[src/rtl/lom_pkg.sv]
// shared types, constants and codes for the order matcher
`timescale 1ns / 1ps
package lom_pkg;

  localparam int ORDER_SLOTS = 32;
  localparam int SLOT_W      = $clog2(ORDER_SLOTS);
  localparam int CNT_W       = $clog2(ORDER_SLOTS + 1);
  localparam int DATA_W      = 32;

  localparam logic OP_ADD    = 1'b0;
  localparam logic OP_CANCEL = 1'b1;
  localparam logic SIDE_BUY  = 1'b0;
  localparam logic SIDE_SELL = 1'b1;

  typedef enum logic [2:0] {
    K_TRADE     = 3'd0,
    K_RESTED    = 3'd1,
    K_DONE      = 3'd2,
    K_CANCELLED = 3'd3,
    K_NOTFOUND  = 3'd4,
    K_FULL      = 3'd5
  } kind_t;

  // one resting order as held in the slot store
  typedef struct packed {
    logic              side;
    logic [DATA_W-1:0] price;
    logic [DATA_W-1:0] remaining;
    logic [DATA_W-1:0] owner_id;
    logic [DATA_W-1:0] arrival;
  } slot_rec_t;

  // controller to datapath
  typedef struct packed {
    logic              load_item;
    logic              scan_clear;
    logic              scan_eval;
    logic [SLOT_W-1:0] rd_addr;
    logic [SLOT_W-1:0] eval_idx;
    logic              trade;
    logic              finish;
  } lom_cmd_t;

  // datapath to controller
  typedef struct packed {
    logic go_trade;
    logic out_free;
  } lom_sts_t;

endpackage

[src/rtl/lom_if.sv]
// handshake channel interfaces for order input and result output
`timescale 1ns / 1ps
interface lom_in_if;
  import lom_pkg::*;
  logic              valid;
  logic              ready;
  logic              operation;
  logic              side;
  logic [DATA_W-1:0] order_id;
  logic [DATA_W-1:0] price_ticks;
  logic [DATA_W-1:0] quantity;
  modport source(output valid, operation, side, order_id, price_ticks, quantity,
                 input ready);
  modport sink(input valid, operation, side, order_id, price_ticks, quantity,
               output ready);
endinterface

interface lom_out_if;
  import lom_pkg::*;
  logic              valid;
  logic              ready;
  logic [2:0]        kind;
  logic [DATA_W-1:0] buyer_id;
  logic [DATA_W-1:0] seller_id;
  logic [DATA_W-1:0] fill_price;
  logic [DATA_W-1:0] fill_quantity;
  logic              last;
  modport source(output valid, kind, buyer_id, seller_id, fill_price, fill_quantity,
                 last, input ready);
  modport sink(input valid, kind, buyer_id, seller_id, fill_price, fill_quantity,
               last, output ready);
endinterface

[src/rtl/lom_dpath.sv]
// order matcher datapath: slot store, best-order scan, trade and result register
`timescale 1ns / 1ps
module lom_dpath (
  input  logic                      clk,
  input  logic                      rst,
  input  lom_pkg::lom_cmd_t         cmd,
  output lom_pkg::lom_sts_t         sts,
  input  logic                      in_operation,
  input  logic                      in_side,
  input  logic [lom_pkg::DATA_W-1:0] in_order_id,
  input  logic [lom_pkg::DATA_W-1:0] in_price_ticks,
  input  logic [lom_pkg::DATA_W-1:0] in_quantity,
  output logic                      out_valid,
  input  logic                      out_ready,
  output logic [2:0]                out_kind,
  output logic [lom_pkg::DATA_W-1:0] out_buyer_id,
  output logic [lom_pkg::DATA_W-1:0] out_seller_id,
  output logic [lom_pkg::DATA_W-1:0] out_fill_price,
  output logic [lom_pkg::DATA_W-1:0] out_fill_quantity,
  output logic                      out_last
);
  import lom_pkg::*;

  slot_rec_t         mem [ORDER_SLOTS];
  slot_rec_t         rd_q;
  logic [ORDER_SLOTS-1:0] valid;
  logic [DATA_W-1:0] arrival_counter;

  logic              op;
  logic              side;
  logic [DATA_W-1:0] id;
  logic [DATA_W-1:0] price;
  logic [DATA_W-1:0] rem;

  logic              best_found;
  logic [SLOT_W-1:0] best_idx;
  slot_rec_t         best;
  logic [DATA_W-1:0] best_age;

  logic [DATA_W-1:0] age;
  logic              cand;
  logic              better;
  logic              crosses;
  logic [DATA_W-1:0] q;
  logic [DATA_W-1:0] best_rem_next;
  logic              free_found;
  logic [SLOT_W-1:0] free_idx;
  logic              wr_en;
  logic [SLOT_W-1:0] wr_addr;
  slot_rec_t         wr_rec;
  logic              rest_now;

  // age of the slot under evaluation
  assign age = arrival_counter - rd_q.arrival;

  always_comb begin
    if (op == OP_CANCEL) begin
      cand   = valid[cmd.eval_idx] && (rd_q.owner_id == id);
      better = !best_found || (age > best_age);
    end else begin
      cand = valid[cmd.eval_idx] && (rd_q.side != side);
      if (!best_found) begin
        better = 1'b1;
      end else if (rd_q.price != best.price) begin
        better = (side == SIDE_BUY) ? (rd_q.price < best.price)
                                    : (rd_q.price > best.price);
      end else begin
        better = age > best_age;
      end
    end
  end

  assign crosses = (price == '0) ||
                   ((side == SIDE_BUY) ? (best.price <= price) : (best.price >= price));
  assign sts.go_trade = (op == OP_ADD) && (rem != '0) && best_found && crosses;
  assign sts.out_free = !out_valid || out_ready;

  assign q             = (rem < best.remaining) ? rem : best.remaining;
  assign best_rem_next = best.remaining - q;

  // lowest-numbered free slot
  always_comb begin
    free_found = 1'b0;
    free_idx   = '0;
    for (int i = ORDER_SLOTS - 1; i >= 0; i--) begin
      if (!valid[i]) begin
        free_found = 1'b1;
        free_idx   = SLOT_W'(i);
      end
    end
  end

  assign rest_now = cmd.finish && (op == OP_ADD) && (rem != '0) && (price != '0) &&
                    free_found;

  always_comb begin
    wr_en   = 1'b0;
    wr_addr = best_idx;
    wr_rec  = best;
    if (cmd.trade && (best_rem_next != '0)) begin
      wr_en            = 1'b1;
      wr_rec.remaining = best_rem_next;
    end else if (rest_now) begin
      wr_en   = 1'b1;
      wr_addr = free_idx;
      wr_rec  = '{side: side, price: price, remaining: rem, owner_id: id,
                  arrival: arrival_counter};
    end
  end

  always_ff @(posedge clk) begin
    if (wr_en) begin
      mem[wr_addr] <= wr_rec;
    end
    rd_q <= mem[cmd.rd_addr];
  end

  always_ff @(posedge clk) begin
    if (rst) begin
      valid           <= '0;
      arrival_counter <= '0;
      best_found      <= 1'b0;
      out_valid       <= 1'b0;
    end else begin
      if (cmd.load_item) begin
        op    <= in_operation;
        side  <= in_side;
        id    <= in_order_id;
        price <= in_price_ticks;
        rem   <= in_quantity;
      end
      if (cmd.scan_clear) begin
        best_found <= 1'b0;
      end else if (cmd.scan_eval && cand && better) begin
        best_found <= 1'b1;
        best_idx   <= cmd.eval_idx;
        best       <= rd_q;
        best_age   <= age;
      end

      if (cmd.trade || cmd.finish) begin
        out_valid <= 1'b1;
      end else if (out_ready) begin
        out_valid <= 1'b0;
      end

      if (cmd.trade) begin
        rem               <= rem - q;
        out_kind          <= K_TRADE;
        out_buyer_id      <= (side == SIDE_BUY) ? id : best.owner_id;
        out_seller_id     <= (side == SIDE_BUY) ? best.owner_id : id;
        out_fill_price    <= best.price;
        out_fill_quantity <= q;
        out_last          <= 1'b0;
        if (best_rem_next == '0) begin
          valid[best_idx] <= 1'b0;
        end
      end

      if (cmd.finish) begin
        out_buyer_id   <= id;
        out_seller_id  <= '0;
        out_fill_price <= '0;
        out_last       <= 1'b1;
        if (op == OP_CANCEL) begin
          if (best_found) begin
            out_kind          <= K_CANCELLED;
            out_fill_quantity <= best.remaining;
            valid[best_idx]   <= 1'b0;
          end else begin
            out_kind          <= K_NOTFOUND;
            out_fill_quantity <= '0;
          end
        end else begin
          out_fill_quantity <= rem;
          if ((rem != '0) && (price != '0)) begin
            if (free_found) begin
              out_kind          <= K_RESTED;
              valid[free_idx]   <= 1'b1;
              arrival_counter   <= arrival_counter + 1'b1;
            end else begin
              out_kind <= K_FULL;
            end
          end else begin
            out_kind <= K_DONE;
          end
        end
      end
    end
  end

endmodule

[src/rtl/lom_ctrl.sv]
// order matcher controller: scan sequencing and result issue
`timescale 1ns / 1ps
module lom_ctrl (
  input  logic               clk,
  input  logic               rst,
  input  logic               in_valid,
  output logic               in_ready,
  output lom_pkg::lom_cmd_t  cmd,
  input  lom_pkg::lom_sts_t  sts
);
  import lom_pkg::*;

  typedef enum logic [2:0] {
    S_IDLE,
    S_SCAN,
    S_DECIDE,
    S_TRADE,
    S_FINISH
  } state_t;

  state_t           state;
  logic [CNT_W-1:0] cnt;
  logic [CNT_W-1:0] cnt_prev;

  assign cnt_prev = cnt - 1'b1;
  assign in_ready = (state == S_IDLE);

  always_comb begin
    cmd            = '0;
    cmd.rd_addr    = cnt[SLOT_W-1:0];
    cmd.eval_idx   = cnt_prev[SLOT_W-1:0];
    cmd.load_item  = in_valid && in_ready;
    cmd.scan_clear = cmd.load_item || ((state == S_TRADE) && sts.out_free);
    cmd.scan_eval  = (state == S_SCAN) && (cnt != '0);
    cmd.trade      = (state == S_TRADE) && sts.out_free;
    cmd.finish     = (state == S_FINISH) && sts.out_free;
  end

  always_ff @(posedge clk) begin
    if (rst) begin
      state <= S_IDLE;
      cnt   <= '0;
    end else begin
      case (state)
        S_IDLE: begin
          if (in_valid) begin
            state <= S_SCAN;
            cnt   <= '0;
          end
        end
        S_SCAN: begin
          if (cnt == CNT_W'(ORDER_SLOTS)) begin
            state <= S_DECIDE;
          end else begin
            cnt <= cnt + 1'b1;
          end
        end
        S_DECIDE: begin
          state <= sts.go_trade ? S_TRADE : S_FINISH;
        end
        S_TRADE: begin
          if (sts.out_free) begin
            state <= S_SCAN;
            cnt   <= '0;
          end
        end
        S_FINISH: begin
          if (sts.out_free) begin
            state <= S_IDLE;
          end
        end
        default: state <= S_IDLE;
      endcase
    end
  end

endmodule

[src/rtl/limit_order_matcher.sv]
// top level of the price-time priority order matcher
// each accepted item takes fills + 1 passes, the last of which issues the final word
// each pass is a slot-by-slot scan of the order store through its single read port
// one item at a time: a new item is accepted only after the final word of the last one
// has entered the output register; a waiting result is held in the output register
// reset: synchronous, clears all slot valid bits, the arrival counter and the output valid
`timescale 1ns / 1ps
module limit_order_matcher (
  input  logic       clk,
  input  logic       rst,
  lom_in_if.sink     in_ch,
  lom_out_if.source  out_ch
);
  import lom_pkg::*;

  lom_cmd_t cmd;
  lom_sts_t sts;

  // controller steps the scan and decides trade versus final word
  lom_ctrl u_ctrl (
    .clk      (clk),
    .rst      (rst),
    .in_valid (in_ch.valid),
    .in_ready (in_ch.ready),
    .cmd      (cmd),
    .sts      (sts)
  );

  // datapath holds the book, the best candidate and the result register
  // the slot store itself needs no clearing pass, empty slots are never read as orders
  lom_dpath u_dpath (
    .clk               (clk),
    .rst               (rst),
    .cmd               (cmd),
    .sts               (sts),
    .in_operation      (in_ch.operation),
    .in_side           (in_ch.side),
    .in_order_id       (in_ch.order_id),
    .in_price_ticks    (in_ch.price_ticks),
    .in_quantity       (in_ch.quantity),
    .out_valid         (out_ch.valid),
    .out_ready         (out_ch.ready),
    .out_kind          (out_ch.kind),
    .out_buyer_id      (out_ch.buyer_id),
    .out_seller_id     (out_ch.seller_id),
    .out_fill_price    (out_ch.fill_price),
    .out_fill_quantity (out_ch.fill_quantity),
    .out_last          (out_ch.last)
  );

`ifndef SYNTHESIS
  // busy right after taking an item
  a_busy_after_accept: assert property (@(posedge clk) disable iff (rst)
    in_ch.valid && in_ch.ready |=> !in_ch.ready)
    else $error("input ready right after accept");

  // a trade always moves units and is never the final word
  a_trade_nonzero: assert property (@(posedge clk) disable iff (rst)
    out_ch.valid && out_ch.kind == K_TRADE |-> out_ch.fill_quantity != '0 && !out_ch.last)
    else $error("bad trade word");

  // cancel results carry no counterparty or price
  a_cancel_fields: assert property (@(posedge clk) disable iff (rst)
    out_ch.valid && (out_ch.kind == K_CANCELLED || out_ch.kind == K_NOTFOUND)
    |-> out_ch.seller_id == '0 && out_ch.fill_price == '0 && out_ch.last)
    else $error("bad cancel word");
`endif

endmodule
[src/flat_wrapper.sv]
// flat-port wrapper written by rule: the top's interface ports become plain ports
module limit_order_matcher_flat import lom_pkg::*;
  (clk, rst, in_ch_valid, in_ch_operation, in_ch_side, in_ch_order_id, in_ch_price_ticks, in_ch_quantity, in_ch_ready, out_ch_valid, out_ch_kind, out_ch_buyer_id, out_ch_seller_id, out_ch_fill_price, out_ch_fill_quantity, out_ch_last, out_ch_ready);
  lom_in_if in_ch_i ();
  lom_out_if out_ch_i ();
  input  logic clk;
  input  logic rst;
  input wire logic [$bits(in_ch_i.valid)-1:0] in_ch_valid;
  input wire logic [$bits(in_ch_i.operation)-1:0] in_ch_operation;
  input wire logic [$bits(in_ch_i.side)-1:0] in_ch_side;
  input wire logic [$bits(in_ch_i.order_id)-1:0] in_ch_order_id;
  input wire logic [$bits(in_ch_i.price_ticks)-1:0] in_ch_price_ticks;
  input wire logic [$bits(in_ch_i.quantity)-1:0] in_ch_quantity;
  output wire logic [$bits(in_ch_i.ready)-1:0] in_ch_ready;
  output wire logic [$bits(out_ch_i.valid)-1:0] out_ch_valid;
  output wire logic [$bits(out_ch_i.kind)-1:0] out_ch_kind;
  output wire logic [$bits(out_ch_i.buyer_id)-1:0] out_ch_buyer_id;
  output wire logic [$bits(out_ch_i.seller_id)-1:0] out_ch_seller_id;
  output wire logic [$bits(out_ch_i.fill_price)-1:0] out_ch_fill_price;
  output wire logic [$bits(out_ch_i.fill_quantity)-1:0] out_ch_fill_quantity;
  output wire logic [$bits(out_ch_i.last)-1:0] out_ch_last;
  input wire logic [$bits(out_ch_i.ready)-1:0] out_ch_ready;
  assign in_ch_i.valid = in_ch_valid;
  assign in_ch_i.operation = in_ch_operation;
  assign in_ch_i.side = in_ch_side;
  assign in_ch_i.order_id = in_ch_order_id;
  assign in_ch_i.price_ticks = in_ch_price_ticks;
  assign in_ch_i.quantity = in_ch_quantity;
  assign in_ch_ready = in_ch_i.ready;
  assign out_ch_valid = out_ch_i.valid;
  assign out_ch_kind = out_ch_i.kind;
  assign out_ch_buyer_id = out_ch_i.buyer_id;
  assign out_ch_seller_id = out_ch_i.seller_id;
  assign out_ch_fill_price = out_ch_i.fill_price;
  assign out_ch_fill_quantity = out_ch_i.fill_quantity;
  assign out_ch_last = out_ch_i.last;
  assign out_ch_i.ready = out_ch_ready;
  limit_order_matcher u_core (.clk(clk), .rst(rst), .in_ch(in_ch_i), .out_ch(out_ch_i));
endmodule
[config.mk]
export PLATFORM = sky130hd
export DESIGN_NAME = limit_order_matcher_flat
export DESIGN_NICKNAME = d
export VERILOG_FILES = /design/src/rtl/lom_pkg.sv /design/src/rtl/lom_if.sv /design/src/rtl/lom_dpath.sv /design/src/rtl/lom_ctrl.sv /design/src/rtl/limit_order_matcher.sv /design/src/flat_wrapper.sv
export SDC_FILE = /design/constraint.sdc
export NUM_CORES = 2
export LEC_CHECK = 0
export ABC_AREA = 1
export BUFFER_PORTS_ARGS = -buffer_cell sky130_fd_sc_hd__buf_2
export CAP_MARGIN = 30
export CORE_MARGIN = 2
export CORE_UTILIZATION = 60
export CTS_CLUSTER_DIAMETER = 120
export DETAILED_ROUTE_END_ITERATION = 10
export HOLD_SLACK_MARGIN = 0.15
export PLACE_DENSITY = 0.78
export SYNTH_ARGS = -nofsm -noshare
export SYNTH_HDL_FRONTEND = slang
export SYNTH_MEMORY_MAX_BITS = 65536
export SYNTH_SLANG_ARGS = --single-unit
[constraint.sdc]
create_clock -name clk -period 11.7 [get_ports clk]
set_clock_uncertainty 0.1 [all_clocks]
set_input_delay 2.34 -clock clk [delete_from_list [all_inputs] [get_ports clk]]
set_output_delay 2.34 -clock clk [all_outputs]
set_load 0.02 [all_outputs]
==> reports/results.ini <==
[power]
worst_ir_drop_vdd_uv=171
powerDensity_mw_per_mm2=192
power.total_mw=40.7
total_leakage_power_nw=71.4

[synthesis]
yosysTopAreaCellShare_pct=71.7
syn_area_mm2=0.190
ys_seq_elements=4728
synth.distinct_cells=68
synth.area.top_cells=edfxtp_1 (72%), o21ai_0 (6.3%), nor2_1 (4.5%)
synth_top_area_cell=edfxtp_1
synth.avg_cell_area_um2=12.9
synthesis.instances=14700
synth_edf_count=4524
yosysWarnings=0
synth_flop_cell=edfxtp_1
synthArstFlopShare_pct=0
synthesis.nets=15100
yosysSeqAreaShare_pct=73.8

[clocking]
ctsRootBufferMaster=clkbuf_16
cts.hold.buffers_added=0
post_cts_buffers=0
path_clk_slew_ps=70
clock_sinks=4728
ctsResizeCount=0
h-tree-depth=5
cts_tree=yes
clockBufferDepth=4
clk_latency_ps=1020
numCtsBuffers=444

[status]
status=complete, no violations

[worst_setup_path]
required_ps=12170
crit_path_max_fanout=42
critPathKind=register to register
startpoint_type=register
max_stage_delay_ps=710
crit_slowest_cell=buf_4
arrival_ps=9460
cp-end-kind=register
crit_path_frequent_cell=inv_1

[timing]
hold_violations=0
finalCritPeriodShare_pct=76.9
max_clock_freq_mhz=111
period_minus_slack_ps=8990
tightest_slew_ps=1150
holdWs_ps=306
rsz0062_at_grt=false
slew_headroom_pct=22.5
setup_viol=0
fin_tns_setup_ps=0
drv_slew=0
timing.final.ws_setup_ps=2710

[cells_and_area]
final_common_cell=edfxtp_1
mostFrequentLayoutCells=edfxtp_1 (4524), o21ai_0 (2292), nor2_1 (2254)
nets=15200
drive_gt1_share_pct=9.08
fin_area_mm2=0.212
fillers=20900
area_growth_pct=11.6

[routing]
vias=127000
drc=0
routed_wl_mm=526
ant_nets=0
wl_per_cell_um=27.1
viasPerCell=6.56
first_pass_iters=7
drt_iter0_drc=19500

[placed_design]
gp_congestion=0.896
placed_cell_area_mm2=0.196
placement.io_buffers=235
dp_hpwl_mm=282
pre_cts_ws_ps=2910

[floorplanning]
die_area_mm2=0.320
ioPinCount=236
start_util_pct=60.2
die_h_um=566
placementRows=206
core_area_mm2=0.315
die_x_um=566

[global_routing]
grt_usage_pct=31.8
antenna_found_initial=18
grt_pass1_wl_mm=768
grt_start_max_net_pins=220
grt_pass1_vias=121000
globalRouteOverflowTotal=0

[min_path]
worstHoldPathType=register to register

[run]
maxCapViolations=0

==> cell families (layout without fill, tap and decap cells) <==
kind of cell | after synthesis | count (layout) | share of synthesized area [%]
multiplexers | 1 | 1 | 0.00528
XOR/XNOR | 118 | 118 | 0.545
AO/OA/AOI/OAI | 4361 | 4361 | 13.2
flip-flops | 4728 | 4728 | 73.8
buffers and inverters | 1488 | 1963 | 2.97
AND/OR/NAND/NOR | 3825 | 3825 | 7.94
other | 0 | 5 | 0
adder cells (fa/ha/maj) | 227 | 227 | 1.51
==> critical path: cells and delay by family (launching register included) <==
family,cells,cell delay [ps]
and+or+nand+nor,15,3370
AOI/OAI and AO/OA,9,1570
DFF,1,430
xor gates and xnor gates,1,200
adders and majority gates,2,700
buffers and inverters,7,2080
==> per-stage QoR <==
stage	util, %	cells
2_1_floorplan	-	14700
6_report	67.2	19400
3_3_place_gp	62.2	18500
4_1_cts	67.1	19400
3_5_place_dp	62.4	18500
5_1_grt	67.2	19400
==> flip-flops by register name, summed over array words and instances (netlist names), 32 cells and up <==
| name | flops |
|---|---|
| u_core.u_dpath.id | 32 |
| u_core.u_dpath.arrival_counter | 32 |
| u_core.u_dpath.out_fill_price | 32 |
| u_core.u_dpath.best | 129 |
| u_core.u_dpath.mem | 4128 |
| u_core.u_dpath.out_seller_id | 32 |
| u_core.u_dpath.price | 32 |
| u_core.u_dpath.best_age | 32 |
| u_core.u_dpath.rem | 32 |
| u_core.u_dpath.rd_q | 129 |
| u_core.u_dpath.out_fill_quantity | 32 |
| u_core.u_dpath.valid | 32 |
| u_core.u_dpath.out_buyer_id | 32 |
==> final timing paths <==
path / from / to / slack, ps / depth (start not counted)
setup / recovery: u_core.u_dpath.best[65]$_DFFE_PP_ / u_core.u_dpath.mem[26][3]$_DFFE_PP_ / 2710 / 34
hold / removal: u_core.u_dpath.rd_q[67]$_DFF_P_ / u_core.u_dpath.best[67]$_DFFE_PP_ / 310 / 0
setup reg to reg: u_core.u_dpath.best[65]$_DFFE_PP_ / u_core.u_dpath.mem[26][3]$_DFFE_PP_ / 2710 / 34
hold reg to reg: u_core.u_dpath.rd_q[67]$_DFF_P_ / u_core.u_dpath.best[67]$_DFFE_PP_ / 310 / 0
==> where the power goes <==
group          switching [mW]  internal, mW  total [mW]
clock network            6.32          8.37        14.7
logic                    4.93          1.99        6.93
registers               0.241          18.9        19.1
==> cells in the mapped netlist, types with 8 or more instances <==
cell type,instances
nor2_1,2293
clkbuf_1,847
nand4_1,75
edfxtp_1,4524
a21oi_1,364
a211oi_1,131
ha_1,224
o31ai_1,21
o22ai_1,1033
o221ai_1,73
inv_1,549
a221oi_1,126
buf_1,73
dfxtp_1,204
nor3_1,59
xnor2_1,61
nand2_1,1147
nand3_1,191
o21ai_0,2383
nor4_1,29
o21a_1,15
a31oi_1,25
a22o_1,122
o211ai_1,14
or2_2,8
xor2_1,57
==> cell type report <==
class / instances / area [um^2] / share of cell area, %
Antenna cell: 5 / 12.5 / 0.00592
Clock buffer: 589 / 12100 / 5.74
Clock inverter: 238 / 2800 / 1.32
Inverter: 557 / 2130 / 1.01
Multi-Input combinational cell: 8532 / 44600 / 21.1
Sequential cell: 4728 / 140000 / 66.2
Tap cell: 4160 / 5200 / 2.46
Timing Repair Buffer: 579 / 4620 / 2.18
==> per-layer routing <==
layer  vias to the layer above  GRT usage (%)  part of all wire [%]
li1                      55000              -                     -
met1                     61900           43.6                    36
met2                      8900           50.8                    47
met3                      1375           5.48                    12
met4                         8           13.5                   4.5
met5                         -              0                 0.010
(Power assumes the default switching activity.)
